$ cat src/sv/atd_pkg.sv
// ----------------------------------------------------------------------------
// atd_pkg
// types and constants shared by the active tile detector modules
// ----------------------------------------------------------------------------
package atd_pkg;

  localparam int COORD_W = 12;
  localparam int DIM_W   = 13;
  localparam int SIZE_W  = 8;

  localparam int CFG_IDX_W  = 2;
  localparam int CFG_DATA_W = DIM_W;

  localparam logic [CFG_IDX_W-1:0] CFG_GRID_COLS = 2'd0;
  localparam logic [CFG_IDX_W-1:0] CFG_GRID_ROWS = 2'd1;
  localparam logic [CFG_IDX_W-1:0] CFG_TILE_SIZE = 2'd2;

  localparam logic [DIM_W-1:0]  GRID_COLS_RST = 13'd256;
  localparam logic [DIM_W-1:0]  GRID_ROWS_RST = 13'd256;
  localparam logic [SIZE_W-1:0] TILE_SIZE_RST = 8'd62;
  localparam logic [DIM_W-1:0]  DIM_MAX       = 13'd4096;

  localparam int MAX_TILES_X_DEF = 64;
  localparam int JOB_DEPTH_DEF   = 4;

  // up to four tiles close at one cell, in this output order
  localparam int NUM_SLOTS = 4;
  localparam int SLOT_W    = 2;
  localparam logic [SLOT_W-1:0] SLOT_PREV_LEFT = 2'd0;
  localparam logic [SLOT_W-1:0] SLOT_PREV_THIS = 2'd1;
  localparam logic [SLOT_W-1:0] SLOT_CUR_LEFT  = 2'd2;
  localparam logic [SLOT_W-1:0] SLOT_CUR_THIS  = 2'd3;

  typedef struct packed {
    logic [NUM_SLOTS-1:0] slot_vld;
    logic [COORD_W-1:0]   x_this;
    logic [COORD_W-1:0]   x_left;
    logic [COORD_W-1:0]   y_this;
    logic [COORD_W-1:0]   y_prev;
    logic [SIZE_W-1:0]    tsize;
    logic [SIZE_W-1:0]    w_this;
    logic [SIZE_W-1:0]    h_this;
  } job_t;

endpackage

$ cat src/sv/active_tile_detector.sv
// ----------------------------------------------------------------------------
// active_tile_detector
// streams cell dynamic flags in raster order and reports active tiles
//
//   channel  direction  handshake         payload
//   in       request    in_push/in_full   in_cell_dynamic
//   out      result     out_pop/out_empty tile start, size, last_of_run
//   cfg      write      cfg_valid/ready   cfg_index, cfg_data
//
// one cell is taken per cycle while the job queue has room
// a cell that closes k active tiles gives k results through the output register,
//   the job queue of JOB_DEPTH entries absorbs those bursts
// results pass from the closing cell through the job queue to the output register
// reset clears all active bits at once, no clearing pass; a config write to
//   cols, rows or tile size restarts the scan at the first cell
// ----------------------------------------------------------------------------
module active_tile_detector import atd_pkg::*; #(
  parameter int MAX_TILES_X = MAX_TILES_X_DEF,
  parameter int JOB_DEPTH   = JOB_DEPTH_DEF
) (
  input  logic                  clk,
  input  logic                  rst_n,
  input  logic                  in_push,
  output logic                  in_full,
  input  logic                  in_cell_dynamic,
  output logic                  out_empty,
  input  logic                  out_pop,
  output logic [COORD_W-1:0]    out_tile_start_x,
  output logic [COORD_W-1:0]    out_tile_start_y,
  output logic [SIZE_W-1:0]     out_tile_width,
  output logic [SIZE_W-1:0]     out_tile_height,
  output logic                  out_last_of_run,
  input  logic                  cfg_valid,
  output logic                  cfg_ready,
  input  logic [CFG_IDX_W-1:0]  cfg_index,
  input  logic [CFG_DATA_W-1:0] cfg_data
);

  logic q_full, job_push, head_vld, head_pop;
  job_t job, head_job;

  assign cfg_ready = 1'b1;
  assign in_full   = q_full;

  atd_front #(
    .MAX_TILES_X (MAX_TILES_X)
  ) u_front (
    .clk             (clk),
    .rst_n           (rst_n),
    .cfg_we          (cfg_valid && cfg_ready),
    .cfg_index       (cfg_index),
    .cfg_data        (cfg_data),
    .in_push         (in_push),
    .in_cell_dynamic (in_cell_dynamic),
    .q_full          (q_full),
    .job_push        (job_push),
    .job             (job)
  );

  atd_job_queue #(
    .DEPTH (JOB_DEPTH)
  ) u_queue (
    .clk      (clk),
    .rst_n    (rst_n),
    .push     (job_push),
    .push_job (job),
    .full     (q_full),
    .pop      (head_pop),
    .head_vld (head_vld),
    .head_job (head_job)
  );

  atd_back u_back (
    .clk              (clk),
    .rst_n            (rst_n),
    .head_vld         (head_vld),
    .head_job         (head_job),
    .head_pop         (head_pop),
    .out_empty        (out_empty),
    .out_pop          (out_pop),
    .out_tile_start_x (out_tile_start_x),
    .out_tile_start_y (out_tile_start_y),
    .out_tile_width   (out_tile_width),
    .out_tile_height  (out_tile_height),
    .out_last_of_run  (out_last_of_run)
  );

endmodule

$ cat src/sv/atd_front.sv
// ----------------------------------------------------------------------------
// atd_front
// scan counters, tile active bits and classification of each cell request
// ----------------------------------------------------------------------------
module atd_front import atd_pkg::*; #(
  parameter int MAX_TILES_X = MAX_TILES_X_DEF
) (
  input  logic                  clk,
  input  logic                  rst_n,
  input  logic                  cfg_we,
  input  logic [CFG_IDX_W-1:0]  cfg_index,
  input  logic [CFG_DATA_W-1:0] cfg_data,
  input  logic                  in_push,
  input  logic                  in_cell_dynamic,
  input  logic                  q_full,
  output logic                  job_push,
  output job_t                  job
);

  function automatic logic [DIM_W-1:0] clamp_dim(input logic [DIM_W-1:0] v);
    logic [DIM_W-1:0] res;
    res = v;
    if (v == '0) res = DIM_W'(1);
    else if (v > DIM_MAX) res = DIM_MAX;
    return res;
  endfunction

  logic [DIM_W-1:0]   cols_r, cols_nxt, rows_r, rows_nxt;
  logic [SIZE_W-1:0]  tsz_r, tsz_nxt;
  logic [COORD_W-1:0] cell_col_r, cell_col_nxt, cell_row_r, cell_row_nxt;
  logic [SIZE_W-1:0]  col_in_r, col_in_nxt, row_in_r, row_in_nxt;
  logic [COORD_W-1:0] tile_col_r, tile_col_nxt, tile_row_r, tile_row_nxt;
  logic [COORD_W-1:0] x0_r, x0_nxt, y0_r, y0_nxt;
  logic [DIM_W-1:0]   rem_x_r, rem_x_nxt, rem_y_r, rem_y_nxt;
  logic [MAX_TILES_X-1:0] prev_r, prev_nxt, cur_r, cur_nxt, next_r, next_nxt;

  logic                   restart, accept;
  logic [DIM_W-1:0]       c_eff, r_eff, t_ext;
  logic [SIZE_W-1:0]      t, t_m1;
  logic                   col_end, row_end, last_col, last_row;
  logic                   has_left, has_right, has_prev, has_next;
  logic [COORD_W-1:0]     tx_left, tx_right;
  logic [MAX_TILES_X-1:0] hit, sel_left, sel_this, prev_m, cur_m, next_m;

  // configuration decode, any listed register restarts the scan
  always_comb begin
    cols_nxt = cols_r;
    rows_nxt = rows_r;
    tsz_nxt  = tsz_r;
    restart  = 1'b0;
    if (cfg_we) begin
      unique case (cfg_index)
        CFG_GRID_COLS: begin
          cols_nxt = cfg_data;
          restart  = 1'b1;
        end
        CFG_GRID_ROWS: begin
          rows_nxt = cfg_data;
          restart  = 1'b1;
        end
        CFG_TILE_SIZE: begin
          tsz_nxt = cfg_data[SIZE_W-1:0];
          restart = 1'b1;
        end
        default: ;
      endcase
    end
  end

  assign accept = in_push && !q_full;
  assign c_eff  = clamp_dim(cols_r);
  assign r_eff  = clamp_dim(rows_r);
  assign t      = (tsz_r == '0) ? SIZE_W'(1) : tsz_r;
  assign t_m1   = t - SIZE_W'(1);
  assign t_ext  = {{(DIM_W-SIZE_W){1'b0}}, t};

  assign col_end  = (col_in_r == t_m1);
  assign row_end  = (row_in_r == t_m1);
  assign last_col = ({1'b0, cell_col_r} + DIM_W'(1)) >= c_eff;
  assign last_row = ({1'b0, cell_row_r} + DIM_W'(1)) >= r_eff;

  // halo reaches the neighbouring tile on the first and last cell of a tile
  assign has_left  = (col_in_r == '0) && (cell_col_r != '0);
  assign has_right = col_end && !last_col;
  assign has_prev  = (row_in_r == '0) && (cell_row_r != '0);
  assign has_next  = row_end && !last_row;

  assign tx_left  = tile_col_r - COORD_W'(1);
  assign tx_right = tile_col_r + COORD_W'(1);

  always_comb begin
    for (int i = 0; i < MAX_TILES_X; i++) begin
      sel_left[i] = (tx_left == COORD_W'(i));
      sel_this[i] = (tile_col_r == COORD_W'(i));
      hit[i]      = (has_left && sel_left[i]) || sel_this[i] ||
                    (has_right && (tx_right == COORD_W'(i)));
    end
  end

  assign prev_m = prev_r | (hit & {MAX_TILES_X{in_cell_dynamic && has_prev}});
  assign cur_m  = cur_r  | (hit & {MAX_TILES_X{in_cell_dynamic}});
  assign next_m = next_r | (hit & {MAX_TILES_X{in_cell_dynamic && has_next}});

  // tiles whose window closes at this cell, read after this cell's mark
  always_comb begin
    job.slot_vld = '0;
    job.slot_vld[SLOT_PREV_LEFT] = has_prev && has_left && (|(prev_m & sel_left));
    job.slot_vld[SLOT_PREV_THIS] = has_prev && last_col && (|(prev_m & sel_this));
    job.slot_vld[SLOT_CUR_LEFT]  = last_row && has_left && (|(cur_m & sel_left));
    job.slot_vld[SLOT_CUR_THIS]  = last_row && last_col && (|(cur_m & sel_this));
    job.x_this = x0_r;
    job.x_left = x0_r - COORD_W'(t);
    job.y_this = y0_r;
    job.y_prev = y0_r - COORD_W'(t);
    job.tsize  = t;
    job.w_this = (rem_x_r < t_ext) ? rem_x_r[SIZE_W-1:0] : t;
    job.h_this = (rem_y_r < t_ext) ? rem_y_r[SIZE_W-1:0] : t;
  end

  assign job_push = accept && (|job.slot_vld);

  always_comb begin
    cell_col_nxt = cell_col_r;
    cell_row_nxt = cell_row_r;
    col_in_nxt   = col_in_r;
    row_in_nxt   = row_in_r;
    tile_col_nxt = tile_col_r;
    tile_row_nxt = tile_row_r;
    x0_nxt       = x0_r;
    y0_nxt       = y0_r;
    rem_x_nxt    = rem_x_r;
    rem_y_nxt    = rem_y_r;
    prev_nxt     = prev_r;
    cur_nxt      = cur_r;
    next_nxt     = next_r;
    if (restart) begin
      cell_col_nxt = '0;
      cell_row_nxt = '0;
      col_in_nxt   = '0;
      row_in_nxt   = '0;
      tile_col_nxt = '0;
      tile_row_nxt = '0;
      x0_nxt       = '0;
      y0_nxt       = '0;
      rem_x_nxt    = clamp_dim(cols_nxt);
      rem_y_nxt    = clamp_dim(rows_nxt);
      prev_nxt     = '0;
      cur_nxt      = '0;
      next_nxt     = '0;
    end else if (accept) begin
      prev_nxt = prev_m;
      cur_nxt  = cur_m;
      next_nxt = next_m;
      if (last_col) begin
        if (last_row) begin
          // end of frame
          cell_col_nxt = '0;
          cell_row_nxt = '0;
          col_in_nxt   = '0;
          row_in_nxt   = '0;
          tile_col_nxt = '0;
          tile_row_nxt = '0;
          x0_nxt       = '0;
          y0_nxt       = '0;
          rem_x_nxt    = c_eff;
          rem_y_nxt    = r_eff;
          prev_nxt     = '0;
          cur_nxt      = '0;
          next_nxt     = '0;
        end else begin
          cell_col_nxt = '0;
          col_in_nxt   = '0;
          tile_col_nxt = '0;
          x0_nxt       = '0;
          rem_x_nxt    = c_eff;
          cell_row_nxt = cell_row_r + COORD_W'(1);
          row_in_nxt   = row_in_r + SIZE_W'(1);
          if (row_end) begin
            // tile rows move up by one
            row_in_nxt   = '0;
            tile_row_nxt = tile_row_r + COORD_W'(1);
            y0_nxt       = cell_row_r + COORD_W'(1);
            rem_y_nxt    = rem_y_r - t_ext;
            prev_nxt     = cur_m;
            cur_nxt      = next_m;
            next_nxt     = '0;
          end
        end
      end else begin
        cell_col_nxt = cell_col_r + COORD_W'(1);
        col_in_nxt   = col_in_r + SIZE_W'(1);
        if (col_end) begin
          col_in_nxt   = '0;
          tile_col_nxt = tile_col_r + COORD_W'(1);
          x0_nxt       = cell_col_r + COORD_W'(1);
          rem_x_nxt    = rem_x_r - t_ext;
        end
      end
    end
  end

  always_ff @(posedge clk) begin
    if (!rst_n) begin
      cols_r     <= GRID_COLS_RST;
      rows_r     <= GRID_ROWS_RST;
      tsz_r      <= TILE_SIZE_RST;
      cell_col_r <= '0;
      cell_row_r <= '0;
      col_in_r   <= '0;
      row_in_r   <= '0;
      tile_col_r <= '0;
      tile_row_r <= '0;
      x0_r       <= '0;
      y0_r       <= '0;
      rem_x_r    <= GRID_COLS_RST;
      rem_y_r    <= GRID_ROWS_RST;
      prev_r     <= '0;
      cur_r      <= '0;
      next_r     <= '0;
    end else begin
      cols_r     <= cols_nxt;
      rows_r     <= rows_nxt;
      tsz_r      <= tsz_nxt;
      cell_col_r <= cell_col_nxt;
      cell_row_r <= cell_row_nxt;
      col_in_r   <= col_in_nxt;
      row_in_r   <= row_in_nxt;
      tile_col_r <= tile_col_nxt;
      tile_row_r <= tile_row_nxt;
      x0_r       <= x0_nxt;
      y0_r       <= y0_nxt;
      rem_x_r    <= rem_x_nxt;
      rem_y_r    <= rem_y_nxt;
      prev_r     <= prev_nxt;
      cur_r      <= cur_nxt;
      next_r     <= next_nxt;
    end
  end

endmodule

$ cat src/sv/atd_job_queue.sv
// ----------------------------------------------------------------------------
// atd_job_queue
// short queue of closed-tile jobs between front and back
// ----------------------------------------------------------------------------
module atd_job_queue import atd_pkg::*; #(
  parameter int DEPTH = JOB_DEPTH_DEF
) (
  input  logic clk,
  input  logic rst_n,
  input  logic push,
  input  job_t push_job,
  output logic full,
  input  logic pop,
  output logic head_vld,
  output job_t head_job
);

  localparam int PTR_W = (DEPTH > 1) ? $clog2(DEPTH) : 1;
  localparam int CNT_W = $clog2(DEPTH + 1);

  job_t             mem_r [DEPTH];
  logic [PTR_W-1:0] wr_ptr_r, wr_ptr_nxt, rd_ptr_r, rd_ptr_nxt;
  logic [CNT_W-1:0] cnt_r, cnt_nxt;

  assign full     = (cnt_r == CNT_W'(DEPTH));
  assign head_vld = (cnt_r != '0);
  assign head_job = mem_r[rd_ptr_r];

  always_comb begin
    wr_ptr_nxt = wr_ptr_r;
    rd_ptr_nxt = rd_ptr_r;
    cnt_nxt    = cnt_r;
    if (push) begin
      wr_ptr_nxt = (wr_ptr_r == PTR_W'(DEPTH - 1)) ? '0 : wr_ptr_r + PTR_W'(1);
    end
    if (pop) begin
      rd_ptr_nxt = (rd_ptr_r == PTR_W'(DEPTH - 1)) ? '0 : rd_ptr_r + PTR_W'(1);
    end
    if (push && !pop) cnt_nxt = cnt_r + CNT_W'(1);
    else if (pop && !push) cnt_nxt = cnt_r - CNT_W'(1);
  end

  always_ff @(posedge clk) begin
    if (push) begin
      mem_r[wr_ptr_r] <= push_job;
    end
  end

  always_ff @(posedge clk) begin
    if (!rst_n) begin
      wr_ptr_r <= '0;
      rd_ptr_r <= '0;
      cnt_r    <= '0;
    end else begin
      wr_ptr_r <= wr_ptr_nxt;
      rd_ptr_r <= rd_ptr_nxt;
      cnt_r    <= cnt_nxt;
    end
  end

endmodule

$ cat src/sv/atd_back.sv
// ----------------------------------------------------------------------------
// atd_back
// expands each job into tile results in the output register, one per cycle while it is free or popped
// ----------------------------------------------------------------------------
module atd_back import atd_pkg::*; (
  input  logic               clk,
  input  logic               rst_n,
  input  logic               head_vld,
  input  job_t               head_job,
  output logic               head_pop,
  output logic               out_empty,
  input  logic               out_pop,
  output logic [COORD_W-1:0] out_tile_start_x,
  output logic [COORD_W-1:0] out_tile_start_y,
  output logic [SIZE_W-1:0]  out_tile_width,
  output logic [SIZE_W-1:0]  out_tile_height,
  output logic               out_last_of_run
);

  logic [NUM_SLOTS-1:0] done_r, done_nxt;
  logic                 out_vld_r, out_vld_nxt;
  logic [COORD_W-1:0]   sx_r, sy_r, sx_sel, sy_sel;
  logic [SIZE_W-1:0]    w_r, h_r, w_sel, h_sel;
  logic                 last_r;

  logic [NUM_SLOTS-1:0] pending, pick_oh, rest;
  logic [SLOT_W-1:0]    pick_idx;
  logic                 can_load, issue, is_last;

  assign pending  = head_vld ? (head_job.slot_vld & ~done_r) : '0;
  assign can_load = !out_vld_r || out_pop;

  // oldest tile row first, then left column first
  always_comb begin
    pick_idx = '0;
    for (int i = NUM_SLOTS - 1; i >= 0; i--) begin
      if (pending[i]) pick_idx = SLOT_W'(i);
    end
  end

  assign pick_oh  = NUM_SLOTS'(1) << pick_idx;
  assign rest     = pending & ~pick_oh;
  assign is_last  = (rest == '0);
  assign issue    = (|pending) && can_load;
  assign head_pop = issue && is_last;

  always_comb begin
    sx_sel = head_job.x_this;
    sy_sel = head_job.y_this;
    w_sel  = head_job.w_this;
    h_sel  = head_job.h_this;
    unique case (pick_idx)
      SLOT_PREV_LEFT: begin
        sx_sel = head_job.x_left;
        sy_sel = head_job.y_prev;
        w_sel  = head_job.tsize;
        h_sel  = head_job.tsize;
      end
      SLOT_PREV_THIS: begin
        sy_sel = head_job.y_prev;
        h_sel  = head_job.tsize;
      end
      SLOT_CUR_LEFT: begin
        sx_sel = head_job.x_left;
        w_sel  = head_job.tsize;
      end
      SLOT_CUR_THIS: ;
    endcase
  end

  always_comb begin
    done_nxt    = done_r;
    out_vld_nxt = out_vld_r;
    if (out_pop) out_vld_nxt = 1'b0;
    if (issue) begin
      out_vld_nxt = 1'b1;
      done_nxt    = is_last ? '0 : (done_r | pick_oh);
    end
  end

  always_ff @(posedge clk) begin
    if (issue) begin
      sx_r   <= sx_sel;
      sy_r   <= sy_sel;
      w_r    <= w_sel;
      h_r    <= h_sel;
      last_r <= is_last;
    end
  end

  always_ff @(posedge clk) begin
    if (!rst_n) begin
      done_r    <= '0;
      out_vld_r <= 1'b0;
    end else begin
      done_r    <= done_nxt;
      out_vld_r <= out_vld_nxt;
    end
  end

  assign out_empty        = !out_vld_r;
  assign out_tile_start_x = sx_r;
  assign out_tile_start_y = sy_r;
  assign out_tile_width   = w_r;
  assign out_tile_height  = h_r;
  assign out_last_of_run  = last_r;

endmodule

$ cat config.mk
export PLATFORM = sky130hd
export DESIGN_NAME = active_tile_detector
export DESIGN_NICKNAME = d
export VERILOG_FILES = /design/src/sv/atd_pkg.sv /design/src/sv/active_tile_detector.sv /design/src/sv/atd_front.sv /design/src/sv/atd_job_queue.sv /design/src/sv/atd_back.sv
export SDC_FILE = /design/constraint.sdc
export NUM_CORES = 2
export LEC_CHECK = 0
export ABC_AREA = 0
export BUFFER_PORTS_ARGS = -buffer_cell sky130_fd_sc_hd__buf_2
export CORE_MARGIN = 2
export CORE_UTILIZATION = 40
export CTS_CLUSTER_SIZE = 25
export DETAILED_ROUTE_END_ITERATION = 6
export PLACE_DENSITY = 0.64
export SLEW_MARGIN = 20
export SYNTH_ARGS = -nofsm -noshare
export SYNTH_HDL_FRONTEND = slang
export SYNTH_SLANG_ARGS = --single-unit
$ cat constraint.sdc
create_clock -name clk -period 12.75 [get_ports clk]
set_clock_uncertainty 0.15 [all_clocks]
set_input_delay 1.275 -clock clk [delete_from_list [all_inputs] [get_ports clk]]
set_output_delay 1.275 -clock clk [all_outputs]
set_load 0.02 [all_outputs]
# Yosys cells after proc, flatten, opt, wreduce, memory -nomap -nowiden
# Memory sizes are Yosys's and may differ from the RTL's. A register that Yosys moved wholly into a read port is not among the register bits.
# Index checks and enable logic that the tools add are counted.
# op_classes
n_shift,1
n_addsub,17
bitwise_logic,16
muxes,67
eq_ne,198
reduce_logical,323
order_cmp,8
# ops
op,count
$eq A12 B6 Y1 const B,96
$eq A12 B5 Y1 const B,48
$mux W64,9
$and A64 B64 Y64,7
$eq A12 B4 Y1 const B,24
$mux W13,21
$reduce_or A64 Y1,4
$or A64 B64 Y64,3
$logic_and A1 B1 Y1,148
$eq A12 B3 Y1 const B,12
$logic_or A1 B1 Y1,129
$mux W12,10
$eq A12 B2 Y1 const B,6
$mux W8,9
$gt A13 B13 Y1 const B,4
$logic_not A13 Y1,4
$add A12 B1 Y12 const B,3
$eq A12 B1 Y1 const B,3
$logic_not A12 Y1,3
$add A12 B1 Y13 const B,2
$ge A13 B13 Y1,2
$lt A13 B8 Y1,2
$sub A13 B8 Y13,2
$logic_not A8 Y1,3
31 further kinds,76
# word_totals
ff_bits,381
word_cells,656
output_inout_bits,44
input_bits,21
n_memories,1
mem_bits_rw,304
# memory_table
memory,words,word_bits,rd,rd_clocked_by_memory_dff,wr,line_no,source
u_queue.mem_r,4,76,1,1,1,atd_job_queue.sv:21,job_t mem_r [DEPTH];

# Longest topological paths before layout
# logic_depth
depth_word,19
ltp_mapped,25
ltp_nobuf,24

# Cells and area by module
# A second synthesis with hierarchy kept.
# unflattened
hier_cells,3920
hier_area_um2,37772.5
# by_module_without_submodules
module,n_inst,area_each_um2,cells_each
atd_front,1,24015.5,3348
atd_job_queue,1,11469.8,441
atd_back,1,2275.9,129
active_tile_detector,1,11.3,2

# Worst setup path before layout
# Ideal clock, no wire load.
# synth_timing
path_type,reg-to-reg
startpoint,register u_front.tile_col_r[0]
endpoint,"memory u_queue.mem_r[0][0] (netlist name), enable pin"
t_arrival_ns,6.268
stages_incl_launch_ff,20
path_buffers,4
required_time_ns,12.157
path_slack_ns,5.889
setup_ns,0.443
path_cell_list,dfxtp_1 clkbuf_1 inv_1 ha_1 nor3b_1 a211o_1 buf_2 a211oi_1 clkbuf_1 and3_1 clkbuf_1 a21oi_1 o41ai_1 a21oi_1 or3_1 o2111ai_1 nor4_2 o311a_2 nor2_2 and2_1
# synth_between
elab_chain_len,14
# synth_lines
item,line_no,source
from (decl),atd_front.sv:32,"logic [COORD_W-1:0] tile_col_r, tile_col_nxt, tile_row_r, tile_row_nxt;"
from (signal assigned),atd_front.sv:228,tile_col_r <= tile_col_nxt;
$sub A12 B1 Y12,atd_front.sv:88,assign tx_left = tile_col_r - COORD_W'(1);
$eq A12 B1 Y1 (tied with other cells),atd_front.sv:93,sel_left[i] = (tx_left == COORD_W'(i));
$logic_and A1 B1 Y1,atd_front.sv:95,hit[i] = (has_left && sel_left[i]) || sel_this[i] ||
$logic_or A1 B1 Y1 (2 in a row),atd_front.sv:95,
$and A64 B64 Y64 (on tied branches),"atd_front.sv:100, atd_front.sv:101",
$or A64 B64 Y64 (on tied branches),"atd_front.sv:100, atd_front.sv:101",
$and A64 B64 Y64 (on tied branches),n/a,
$reduce_or A64 Y1 (on tied branches),n/a,
$logic_and A1 B1 Y1 (on tied branches),n/a,
$reduce_or A4 Y1 (*),atd_front.sv:120,assign job_push = accept && (|job.slot_vld);
$logic_and A1 B1 Y1 (*),atd_front.sv:120,
via job_push,active_tile_detector.sv:39,"logic q_full, job_push, head_vld, head_pop;"
$mux W1 (*),atd_job_queue.sv:44,if (push) begin
$mux W1 (implied by the code) (*),atd_job_queue.sv:45,mem_r[wr_ptr_r] <= push_job;
to (decl),atd_job_queue.sv:21,
# Mark *: on every way through the listed nets, which the timed path passes. The rest lies on a longest branch.

# Worst setup path in the final report
# layout_timing
startpoint,register u_front.tsz_r[2]
endpoint,"memory u_queue.mem_r[0][48] (netlist name), enable pin"
# layout_between
elab_chain_len,16
# layout_lines
item,line_no,source
from (decl),atd_front.sv:29,"logic [SIZE_W-1:0] tsz_r, tsz_nxt;"
from (signal assigned),atd_front.sv:223,tsz_r <= tsz_nxt;
$logic_not A8 Y1,atd_front.sv:73,assign t = (tsz_r == '0) ? SIZE_W'(1) : tsz_r;
$mux W8 (*),atd_front.sv:73,
$sub A8 B1 Y8 (*),atd_front.sv:74,assign t_m1 = t - SIZE_W'(1);
$eq A8 B8 Y1 (*),atd_front.sv:77,assign col_end = (col_in_r == t_m1);
$logic_and A1 B1 Y1 (*),atd_front.sv:84,assign has_right = col_end && !last_col;
$logic_and A1 B1 Y1,atd_front.sv:96,(has_right && (tx_right == COORD_W'(i)));
$logic_or A1 B1 Y1,atd_front.sv:95,
$and A64 B64 Y64 (on tied branches),"atd_front.sv:100, atd_front.sv:101",
$or A64 B64 Y64 (on tied branches),"atd_front.sv:100, atd_front.sv:101",
$and A64 B64 Y64 (on tied branches),n/a,
$reduce_or A64 Y1 (on tied branches),n/a,
$logic_and A1 B1 Y1 (on tied branches),n/a,
$reduce_or A4 Y1 (*),atd_front.sv:120,
$logic_and A1 B1 Y1 (*),atd_front.sv:120,
via job_push,active_tile_detector.sv:39,
$mux W1 (*),atd_job_queue.sv:44,
$mux W1 (implied by the code) (*),atd_job_queue.sv:45,
# Marked as above.

==> results.md <==
* Result of the run: finished, final reports clean
* Initial antenna violation count at 7
* CTS resizes at 0
* Number of distinct library cell variants in the gate-level netlist after synthesis at 91
* Clock insertion delay at the later pin of the skew report at just under 0.7 ns
* Post-synthesis cell area at 36,670 um^2
* WL final at 157.3 mm
* Final Non-Filler Cells at just over 5,000
* Number of DRC markers after the initial detailed-route iteration at 3,998
* PD cells at 149.6 nW/um^2
* 1st-pass router iterations at 7
* Remaining global-route overflow at 0
* Compound-Gate Fraction of Synth Area at 21.57%
* Clock Sinks at 687
* Layout-stage area growth over the synthesis result at 12.33%
* Final worst path period need at 7.609 ns
* Met1 layer usage reported by global route at roughly two fifths
* Count of nets left with antenna violations after detail routing at 0
* Site row count at 111
* Slew Limit Headroom at 16.52%
* Synth warnings at 0
* Via count of the first global-routing pass at 31,050
* Static leakage at 14.02 nW
* Final net count at roughly 3,900
* Effective utilization at floorplan at 40.19%
* CTS buffer count at 77
* Average wire length per cell after detail routing at 31.23 um
* Top-level port count at 65
* Most common flop cell mapped by yosys: sky130_fd_sc_hd__edfxtp_1
* Max-cap viol count at 0
* Post-CTS Setup Bufs at 0
* Fraction of final layout cells with drive strength greater than 1 at 13.00%
* Met2 demand-to-capacity share in global routing at 52.11%
* Final estimated routing congestion in global placement at 1.081
* Worst Path Arrival at 7.74 ns
* Total count of max-transition violations in the final report at 0
* Post-route fraction of the period consumed by the critical path at 59.68%
* Async set or reset register ratio after synthesis at 0%
* Adder-Cell Fraction of Synth Area at 2.969%
* Number of levels in the clock H-tree at 3
* Xor/xnor cell area share of the yosys netlist at 2.126%
* Unrepaired setup endpoints after global routing: no
* Number of flops mapped to enable cells by yosys at 345
* Die Footprint at roughly 94,000 um^2
* Sequential cell area fraction in the yosys report at between 40% and 50%
* Synthesized instance count at between 3,000 and 4,000
* Total instance count after detailed placement at 4,887
* Die height at 306.8 um
* Final count of negative-setup-slack endpoints at 0
* Fmax at 0.1314 GHz
* Floorplan die width at about 310 um
* Clock transition at the register clock pins on the worst setup and hold paths after CTS at 0.06 ns
* Main combinational cell family by area after synthesis: compound AO/OA/AOI/OAI gates
* Overall Global Routing Usage at 32.83%
* Total number of vias at 32,730
* Simple-gate share of the synthesized area at 15.56%
* Setup TNS at 0 ns
* Detailed placement HPWL at 112.2 mm
* Post-Syn Area per Cell at 9.611 um^2
* Fraction of synthesized area in multiplexers at slightly above 7%
* Worst ir drop on vdd at approximately 310 uV
* Worst Path Max Fanout at around 60
* Register bit total from synthesis at between 600 and 700
* Final hold violation count at 0
* Number of hold buffers added after cts at 0
* Clock tree root driver cell: sky130_fd_sc_hd__clkbuf_16
* Critical Path End Type: flip-flop
* Via count normalized by instance count at 6.500
* Grt peak-use layer: met2
* Wire length of the first global-routing pass at 225.2 mm
* Critical path data required time at 12.88 ns
* Kind of launch point of the worst setup path: flip-flop
* Number of buffers inserted by port buffering at 63
* Remaining DRCs at 0
* Min Hold Slack at around 0.32 ns
* Clock Path Buffers at 3
* CTS tree: done
* Global routing usage on met3 at 7.733%
* Start-to-end type of the worst setup path: flip-flop to flip-flop
* Largest net degree at the start of global routing at 84
* Worst hold path type: flip-flop to flip-flop
* Area inside the core boundary at a little over 90,000 um^2
* Total nets after synthesis at 3,920
* Pin slew with the least headroom to its limit at ~1.2 ns
## synthesized netlist by cell type (all sizes together) (57+ instances only)
master	instances	area share, %
o22a	61	1.5
dfxtp	342	19
inv	69	0.71
nand4	67	1.1
edfxtp	345	28
clkbuf	240	2.5
o21ai	275	3.8
ha	79	2.7
mux2	57	1.8
a22oi	63	1.3
mux4	74	4.5
nand2	279	2.9
nor2	453	4.6
nor3	82	1.1
nand3	92	1.3
a21oi	413	5.6
## through the flow
stage | utilization, % | total power (W) | cell area [um^2] | worst slack [ns]
floorplan | - | 0.003474 | 36670 | 5.889
global placement | 42.09 | 0.003836 | 38410 | 5.315
detailed placement | 42.09 | 0.003846 | 38410 | 5.175
CTS | 45.10 | 0.006227 | 41150 | 5.125
global route | 45.13 | 0.006411 | 41180 | 4.653
finish | 45.14 | 0.006162 | 41190 | 5.141
## registers in the layout (all words and copies together), names as in the netlist, 8 cells and up, named ones only
name	cells
u_queue.mem_r	304
u_front.cur_r	64
u_front.next_r	64
u_front.prev_r	64
u_front.cols_r	13
u_front.rem_x_r	13
u_front.rem_y_r	13
u_front.rows_r	13
u_back.out_tile_start_x	12
u_back.out_tile_start_y	12
u_front.cell_col_r	12
u_front.cell_row_r	12
u_front.tile_col_r	12
u_front.x0_r	12
u_front.y0_r	12
u_back.out_tile_height	8
u_back.out_tile_width	8
u_front.col_in_r	8
u_front.row_in_r	8
u_front.tsz_r	8
## cells by family after synthesis
family,after synthesis
AO/OA/AOI/OAI,1231
adder cells (fa/ha/maj),84
XOR/XNOR,89
other,1
buffers and inverters,343
flip-flops,687
AND/OR/NAND/NOR,1213
multiplexers,167
## final cells by class
class | count | area [um^2]
tap | 1186 | 1484
clock buffer | 100 | 2155
fill | 8640 | 50060
clock inverter | 44 | 590.6
inverter | 69 | 259.0
multi-input combinational | 2785 | 18420
antenna | 4 | 10.01
timing repair buffer | 160 | 1056
sequential | 687 | 17210
## report_power, final
part	switching, W	internal [W]
Clock	0.000965	0.00141
Combinational	0.000716	0.000524
Sequential	0.0000658	0.00248
## final timing paths
check	cells after the start	from	slack (ns)	endpoint
worst max-delay path	17	u_front.tsz_r[2]	5.14	u_queue.mem_r[0][48]
worst min-delay path	2	u_back.done_r[2]	0.32	u_back.done_r[2]
worst max register to register	17	u_front.tsz_r[2]	5.14	u_queue.mem_r[0][48]
worst min register to register	2	u_back.done_r[2]	0.32	u_back.done_r[2]
## critical path: stages (launching register included)
cell,delay [ns]
sky130_fd_sc_hd__dfxtp_1,0.44
sky130_fd_sc_hd__nor4_2,0.63
sky130_fd_sc_hd__a21oi_1,0.27
sky130_fd_sc_hd__ha_1,0.39
sky130_fd_sc_hd__xnor2_1,0.13
sky130_fd_sc_hd__a221o_1,0.26
sky130_fd_sc_hd__a211oi_1,0.26
sky130_fd_sc_hd__o2111a_1,0.61
sky130_fd_sc_hd__nand4_1,0.87
sky130_fd_sc_hd__o221ai_1,0.85
sky130_fd_sc_hd__a22oi_1,0.19
sky130_fd_sc_hd__nor2_1,0.13
sky130_fd_sc_hd__a2111oi_0,0.07
sky130_fd_sc_hd__a311o_1,0.36
sky130_fd_sc_hd__o311a_2,0.20
sky130_fd_sc_hd__nor2_2,0.20
sky130_fd_sc_hd__and2_4,0.34
sky130_fd_sc_hd__buf_4,0.72
## placed cells by master, fill, tap and decap left out, types with 36 or more instances in the layout
cell	count
sky130_fd_sc_hd__nor2_1	443
sky130_fd_sc_hd__o21ai_0	268
sky130_fd_sc_hd__a21oi_1	410
sky130_fd_sc_hd__clkbuf_16	78
sky130_fd_sc_hd__nand4_1	67
sky130_fd_sc_hd__buf_4	96
sky130_fd_sc_hd__a22oi_1	63
sky130_fd_sc_hd__nand3_1	91
sky130_fd_sc_hd__buf_2	63
sky130_fd_sc_hd__xor2_1	48
sky130_fd_sc_hd__xnor2_1	41
sky130_fd_sc_hd__nand2_1	276
sky130_fd_sc_hd__dfxtp_1	340
sky130_fd_sc_hd__mux2i_1	36
sky130_fd_sc_hd__a21o_1	39
sky130_fd_sc_hd__mux4_2	74
sky130_fd_sc_hd__o22a_1	61
sky130_fd_sc_hd__mux2_2	57
sky130_fd_sc_hd__inv_1	69
sky130_fd_sc_hd__nor3_1	78
sky130_fd_sc_hd__edfxtp_1	345
sky130_fd_sc_hd__ha_1	79
## metal layers
layer | vias up | share of wire (%) | wire length, um
met3 | 529 | 8.0 | 12640
met1 | 16140 | 39 | 60860
met4 | 8 | 7.9 | 12440
li1 | 14400 | - | -
met2 | 1657 | 45 | 71260
met5 | - | 0.041 | 64
Note: power is estimated with default switching activity, not from simulation.
